$ cat src/sv/mrrc_pkg.sv
// Shared types and constants for the Modbus RTU response checker.
package mrrc_pkg;

    localparam int BYTE_W     = 8;
    localparam int VALUE_W    = 16;
    localparam int POS_W      = 4;
    localparam int CFG_INDEX_W = 8;

    localparam logic [VALUE_W-1:0] CRC_INIT = 16'hFFFF;
    localparam logic [VALUE_W-1:0] CRC_POLY = 16'hA001;

    localparam logic [CFG_INDEX_W-1:0] REG_DEVICE_ADDRESS = 8'd0;
    localparam logic [CFG_INDEX_W-1:0] REG_FUNCTION_CODE  = 8'd1;

    localparam logic [BYTE_W-1:0] DEVICE_ADDRESS_RESET = 8'h01;
    localparam logic [BYTE_W-1:0] FUNCTION_CODE_RESET  = 8'h03;

    // Fixed frame positions
    localparam logic [POS_W-1:0] POS_ADDRESS  = 4'd0;
    localparam logic [POS_W-1:0] POS_FUNCTION = 4'd1;
    localparam logic [POS_W-1:0] POS_VALUE_HI = 4'd3;
    localparam logic [POS_W-1:0] POS_VALUE_LO = 4'd4;

    typedef enum logic [1:0] {
        ST_OK       = 2'd0,
        ST_MISMATCH = 2'd1,
        ST_CRC_ERR  = 2'd2
    } status_t;

    typedef struct packed {
        logic [BYTE_W-1:0] device_address;
        logic [BYTE_W-1:0] function_code;
    } mrrc_cfg_t;

    typedef struct packed {
        status_t            status;
        logic [VALUE_W-1:0] register_value;
    } mrrc_result_t;

endpackage

$ cat src/sv/mrrc_crc_byte.sv
// CRC-16/MODBUS update over one byte, eight reflected steps unrolled.
module mrrc_crc_byte
    import mrrc_pkg::*;
(
    input  logic [VALUE_W-1:0] crc_in,
    input  logic [BYTE_W-1:0]  data_in,
    output logic [VALUE_W-1:0] crc_out
);

    always_comb begin
        logic [VALUE_W-1:0] acc;
        acc = crc_in ^ {{(VALUE_W-BYTE_W){1'b0}}, data_in};
        for (int i = 0; i < BYTE_W; i++) begin
            if (acc[0]) begin
                acc = (acc >> 1) ^ CRC_POLY;
            end else begin
                acc = acc >> 1;
            end
        end
        crc_out = acc;
    end

endmodule

$ cat src/sv/mrrc_frame.sv
// Frame tracker: position, header check, value capture and running CRC.
module mrrc_frame
    import mrrc_pkg::*;
#(
    parameter int FRAME_BYTES = 7
) (
    input  logic               aclk,
    input  logic               aresetn,
    input  logic               step,
    input  logic [BYTE_W-1:0]  rx_byte,
    input  logic               frame_start,
    input  mrrc_cfg_t          cfg,
    output logic               fire,
    output mrrc_result_t       result
);

    localparam logic [POS_W-1:0] LOW_POS  = POS_W'(FRAME_BYTES - 2);
    localparam logic [POS_W-1:0] LAST_POS = POS_W'(FRAME_BYTES - 1);

    logic [VALUE_W-1:0] crc_reg, crc_next, crc_cur, crc_upd;
    logic [POS_W-1:0]   pos_reg, pos_next, pos_cur;
    logic               hdr_ok_reg, hdr_ok_next, hdr_ok_cur;
    logic [VALUE_W-1:0] value_reg, value_next, value_cur;
    logic [BYTE_W-1:0]  crc_lo_reg, crc_lo_next, crc_lo_cur;
    logic               active_reg, active_next, active_cur;
    logic               last;
    logic [VALUE_W-1:0] rx_crc;

    // A start flag restarts the frame before the byte is looked at
    assign crc_cur    = frame_start ? CRC_INIT : crc_reg;
    assign pos_cur    = frame_start ? '0 : pos_reg;
    assign hdr_ok_cur = frame_start | hdr_ok_reg;
    assign value_cur  = frame_start ? '0 : value_reg;
    assign crc_lo_cur = frame_start ? '0 : crc_lo_reg;
    assign active_cur = frame_start | active_reg;

    mrrc_crc_byte u_crc (
        .crc_in  (crc_cur),
        .data_in (rx_byte),
        .crc_out (crc_upd)
    );

    assign last   = pos_cur >= LAST_POS;
    assign fire   = active_cur & last;
    assign rx_crc = {rx_byte, crc_lo_cur};

    always_comb begin
        hdr_ok_next = hdr_ok_cur;
        if ((pos_cur == POS_ADDRESS && rx_byte != cfg.device_address) ||
            (pos_cur == POS_FUNCTION && rx_byte != cfg.function_code)) begin
            hdr_ok_next = 1'b0;
        end

        value_next = value_cur;
        if (pos_cur == POS_VALUE_HI) begin
            value_next[VALUE_W-1:BYTE_W] = rx_byte;
        end
        if (pos_cur == POS_VALUE_LO) begin
            value_next[BYTE_W-1:0] = rx_byte;
        end

        crc_next    = crc_cur;
        crc_lo_next = crc_lo_cur;
        if (pos_cur < LOW_POS) begin
            crc_next = crc_upd;
        end else if (pos_cur == LOW_POS) begin
            crc_lo_next = rx_byte;
        end

        if (last) begin
            pos_next    = '0;
            active_next = 1'b0;
        end else begin
            pos_next    = pos_cur + 1'b1;
            active_next = active_cur;
        end

        // Mismatch wins over CRC error; value only with a good frame
        if (!hdr_ok_next) begin
            result.status         = ST_MISMATCH;
            result.register_value = '0;
        end else if (rx_crc != crc_cur) begin
            result.status         = ST_CRC_ERR;
            result.register_value = '0;
        end else begin
            result.status         = ST_OK;
            result.register_value = value_next;
        end
    end

    always_ff @(posedge aclk) begin
        if (!aresetn) begin
            crc_reg    <= CRC_INIT;
            pos_reg    <= '0;
            hdr_ok_reg <= 1'b1;
            value_reg  <= '0;
            crc_lo_reg <= '0;
            active_reg <= 1'b0;
        end else if (step && active_cur) begin
            crc_reg    <= crc_next;
            pos_reg    <= pos_next;
            hdr_ok_reg <= hdr_ok_next;
            value_reg  <= value_next;
            crc_lo_reg <= crc_lo_next;
            active_reg <= active_next;
        end
    end

endmodule
$ cat config.mk
export PLATFORM = sky130hd
export DESIGN_NAME = mrrc_frame
export DESIGN_NICKNAME = d
export VERILOG_FILES = /design/src/sv/mrrc_pkg.sv /design/src/sv/mrrc_crc_byte.sv /design/src/sv/mrrc_frame.sv
export SDC_FILE = /design/constraint.sdc
export NUM_CORES = 1
export LEC_CHECK = 0
export BUFFER_PORTS_ARGS = -buffer_cell sky130_fd_sc_hd__buf_2
export CAP_MARGIN = 20
export CORE_MARGIN = 1.5
export CORE_UTILIZATION = 57
export CTS_CLUSTER_DIAMETER = 40
export DETAILED_ROUTE_END_ITERATION = 12
export GPL_ROUTABILITY_DRIVEN = 0
export PLACE_DENSITY = 0.78
export SKIP_LAST_GASP = 1
export SYNTH_ARGS = -nofsm -noshare
export SYNTH_HDL_FRONTEND = slang
export SYNTH_HIERARCHICAL = 1
export SYNTH_SLANG_ARGS = --single-unit
export TNS_END_PERCENT = 1
$ cat constraint.sdc
create_clock -name aclk -period 2.72 [get_ports aclk]
set_input_delay 0.544 -clock aclk [delete_from_list [all_inputs] [get_ports aclk]]
set_output_delay 0.544 -clock aclk [all_outputs]
set_load 0.03 [all_outputs]
# ---- After elaboration in Yosys (flattened, before gate mapping)
# Cells that the tools add are included.
dict set report totals {
  n_memories 0
  latchBits 0
  out_inout_bits 19
  ff_bits 46
  input_bits 28
  wordCells 55
  ram_bits 0
  mem_bits_ro 0
}
dict set report op_classes {
  reduce_logical 5
  order_cmp 2
  n_mux 22
  n_bitwise 12
  multipliers 0
  div_mod_pow 0
  n_shift 0
  addsub 1
  n_eq_ne 7
}
# op n
set op_table {}
lappend op_table {{16-bit 2-to-1 mux} 11}
lappend op_table {{8-bit 2-to-1 mux} 5}
lappend op_table {{18-bit 2-to-1 mux} 2}
lappend op_table {{2-bit inverter with 3-bit output} 8}
lappend op_table {{16-bit != test} 1}
lappend op_table {{8-bit != test} 2}
lappend op_table {{16-bit by 8-bit bitwise XOR with 16-bit output} 1}
lappend op_table {{4-bit by 3-bit equality test with 1-bit output, second input constant} 2}
lappend op_table {{4-bit 2-to-1 mux} 2}
lappend op_table {{4-bit by 1-bit adder with 4-bit output, second input constant} 1}
lappend op_table {{4-bit by 1-bit equality test with 1-bit output, second input constant} 1}
lappend op_table {{4-bit by 2-bit equality test with 1-bit output, second input constant} 1}
lappend op_table {{4-bit by 3-bit greater-or-equal comparator with 1-bit output, second input constant} 1}
lappend op_table {{4-bit zero test} 1}
lappend op_table {{4-bit by 3-bit less-than comparator with 1-bit output, second input constant} 1}
lappend op_table {{1-bit logical AND} 3}
lappend op_table {{1-bit 2-to-1 mux} 2}
lappend op_table {{1-bit bitwise OR} 2}
lappend op_table {{1-bit bitwise AND} 1}
lappend op_table {{1-bit logical OR} 1}

# ---- Depth between registers and ports, before layout
dict set report logic_depth {
  depth_word 19
  ltp_mapped 10
  ltp_nobuf 7
}

# ---- By module
# Netlist, hierarchy kept.
# mod seq_area_each_um2 area_each_um2 cells_each n_inst
set by_module_without_submodules {}
lappend by_module_without_submodules {mrrc_frame 920.9 2741.4 329 1}
lappend by_module_without_submodules {mrrc_crc_byte 0.0 284.0 29 1}

# ---- Least setup slack after synthesis
# No wires, ideal clock.
dict set report synth_timing {
  kind {in2out}
  startpoint {in rx_byte[6]}
  endpoint {out result[6] (netlist bit)}
  stages 6
  required_time_ns 2.176
  t_arrival_ns 2.180
  n_path_buf 2
  slack_ns -0.004
  cell_sequence {buf_2 xor2_1 nor4_1 nand3_2 buf_6 nor3_1}
}
# item line
set synth_rtl {}
lappend synth_rtl {{from (decl)} mrrc_frame.sv:10} ;# input logic [BYTE_W-1:0] rx_byte,
lappend synth_rtl {{to (decl)} mrrc_frame.sv:14} ;# output mrrc_result_t result

==> run summary <==
VDD sags by at most 0.390 mV. In this run the tightest slew margin relative to its limit is 52.9%. The area enclosed by the die boundary is 0.00575 sq mm. The pin count of the biggest net entering global routing came out at 47. For this configuration, the core starts out at a cell density of ~59%. The number of CTS-inserted buffers is 5. In this run the critical register-to-register path is launched from crc_reg[4]. The achievable frequency is approximately 390 MHz. The final core utilization is roughly two thirds. The sequential cells in the finished layout cover a total of 921 sq um. The worst hold slack is 446 ps. The worst hold path belongs to the class input port to flop. The fraction of final layout cells with drive strength greater than 1 is roughly 27%. The post-route clock period utilization is between 90% and 100%.

In this run the core area contains 26 standard-cell rows. Across the run, the number of max-cap violations was 0. The hold buffer count at cts came out at 0. The gate count after technology mapping came out at 358. The number of top-level pins is 47. The critical-path maximum fanout is 13. The number of clock sinks seen by CTS came out at 46.

The count of input and output buffers is 46. The clock skew is 7.69 ps. The vertical die dimension came out at 75.9 microns.

The via count of the first global-routing pass came to about 2.3k. The final layout contains 422 nets. On the critical path the largest part of the delay comes from buffers and inverters. The clock period minus final worst setup slack is approximately 2600 ps. TritonCTS built the clock tree. Clock latency on the worst-skew pair, taken at its later pin, is 300 ps.

The average via count per standard cell came out at 5.62. The region available for standard cell placement spans 0.00511 sq mm. Before antenna repair, the detailed router went through 4 iterations. The signal on the critical path passes through buf_2, xnor2_1, nand4_1, o2111ai_2, o211ai_4, buf_12, nor3_2, buf_2.

The number of buffers and inverters on the critical path is 3. The routed length per placed instance came out at 15.5 microns. The clock-pin transition on the worst setup and hold timing paths came out at 90 ps. The fill cell instance count of the final layout is 454. The global-route total usage across every layer came out at 26.4%. The share of flip-flops with an asynchronous set or reset is 0%.

The run finished with clean final reports. The total via count after detailed routing came out at 2615. The slowest stage of the critical path is the o2111ai_2 cell. Once placement completed, the tool counted placed cells totaling 455. The die span in x came out at around 76 microns. For this run, the number of Yosys warnings is 6.

The number of H-tree levels came out at 2. The post-layout instance count excluding filler cells is 465. The portion of synthesized cell area occupied by the leading cell type is 30.4%. Counting flops with a built-in enable in the synthesized netlist gives 0.

The delay of the slowest critical-path stage came out at 270 ps. The number of antenna violations at the first check in global routing is 0. The worst setup path is of the input port to primary output kind. The detail route stage leaves a number of antenna-violating nets equal to 0.

The worst path required time came out at between 2000 and 2500 ps. The sum of overflow across all layers after global routing came out at 0. The overall routed net length came out at ~7200 microns.

The number of antenna diodes in the final layout is 0. Among all flip-flop cells after synthesis, the most frequent one is dfxtp_1. dfxtp_1 takes more of the synthesized area than any other cell. The number of synthesized register bits came out at 46. The global-route wire length before repair came out at 11300 microns.

The initial detailed-routing violation count is about 220. STA classifies the critical path endpoint as a primary output. By area the synthesized netlist is led by dfxtp_1 (30%), xnor2_1 (12%), a22oi_1 (6.0%).

Detailed placement finished with a half-perimeter wire length of 5140 microns. The layout overhead on the synthesized area is 11.9%. Tracing the worst setup path back leads to its startpoint at rx_byte[2]. The root buffer cell is clkbuf_8.

The element type at the critical path start is an input port. Summing the sequential cell areas from Yosys gives 30.4% of the chip area. The final hold violation count is 0. The data arrival time of the critical path came out at 2050 ps. The mean post-synth cell area came out at around 8.5 sq um. The final setup violation count is 0.

The leakage power of the design came out at 1.25 nW. The pin slew with the least headroom to its limit is roughly 710 ps. The count of unique library cells instantiated by Yosys is 41. Dividing total power by cell area gives a power density of 462 mW/mm^2. The area occupied by multi-input gates came out at 0.00187 sq mm. Counting along the longest clock path gives a buffer depth of 2.

The max-slew violation count came to 0. The worst hold path begins at step. The net count after synthesis came out at 386.

Among the stages of the critical path, the cell type that occurs most often is buf_2. Setup repair after global routing could not meet its margin everywhere. The detailed-route DRC error count is 0. Summing every instance area after synthesis gives 0.00303 sq mm.
[stage by stage]
| step | setup slack [ps] | power [mW] | setup TNS (ps) | cell area (sq um) |
|---|---|---|---|---|
| floorplan | 123 | 1.04 | 0 | 3030 |
| global placement | 158 | 1.11 | 0 | 3250 |
| detailed placement | 101 | 1.12 | 0 | 3250 |
| CTS | 92.2 | 1.56 | 0 | 3350 |
| global route | -13.3 | 1.64 | -13.3 | 3380 |
| finish | 123 | 1.56 | 0 | 3380 |
[cells in the mapped netlist, drive strengths merged, types with 10 or more instances]
cell	number
a21oi	21
nor2b	27
a22oi	24
dfxtp	46
or2	16
nand3	19
nand2	36
buf	29
xor2	10
nor3b	16
xnor2	44
nor3	21
[cell families after synthesis]
group	Yosys count	share of synthesized area (%)
AOI/OAI and AO/OA	63	14.3
and+or+nand+nor	158	30.1
DFF	46	30.4
xor gates and xnor gates	55	17.1
buffers and inverters	36	8.02
[path summary, 6_finish.rpt]
| path | endpoint | slack (ps) | cells after the start |
|---|---|---|---|
| setup / recovery | result[13] | 120 | 8 |
| hold / removal | active_reg | 450 | 2 |
| setup reg to reg | crc_reg[0] | 600 | 7 |
| hold reg to reg | crc_reg[10] | 490 | 2 |
[what timing repair did]
item | in CTS | in global routing
resized for setup | 0 | 2
setup endpoints to repair | 0 | 14
buffers inserted | 0 | 2
[worst reg2reg max path, cell delays in order (launching register included)]
cell	delay, ps
dfxtp_1	340
or2_2	300
xnor2_1	300
xnor2_1	190
xnor2_2	320
xnor3_1	370
nand2_1	60
nand3_1	80
[cells in the final DEF, fill, tap and decap left out, types with 6 or more instances in the layout]
master / synthesis / final
nand3_1: 18 / 18
nor3_2: 9 / 10
a22oi_1: 24 / 24
nor3b_1: 16 / 16
nand4_1: 6 / 6
clkbuf_8: 0 / 6
nand2_1: 36 / 36
xor2_1: 10 / 10
buf_4: 9 / 15
xnor2_1: 41 / 41
buf_2: 11 / 46
nor2b_1: 27 / 27
a21oi_1: 21 / 21
dfxtp_1: 46 / 46
or2_2: 15 / 15
nor3_1: 12 / 11
[area by class of cell]
class                           instances  share of cell area, %
Sequential cell                        46                   27.2
Inverter                                1                  0.111
Clock buffer                            6                   2.44
Clock inverter                          2                  0.370
Timing Repair Buffer                   64                   11.9
Tap cell                               70                   2.59
Multi-Input combinational cell        276                   55.4
[where the power goes]
group | internal (mW) | switching (mW)
combinational | 0.186 | 0.201
sequential | 0.701 | 0.0267
clock | 0.205 | 0.246
total | 1.09 | 0.474
[per-layer routing]
metal	share of wire, %	routed length [microns]	GRT usage (%)
met4	1.1	76	6.75
met3	5.4	390	5.16
met1	45	3280	35.7
met5	0	0	0
met2	48	3470	43.4
(Power assumes the default switching activity.)
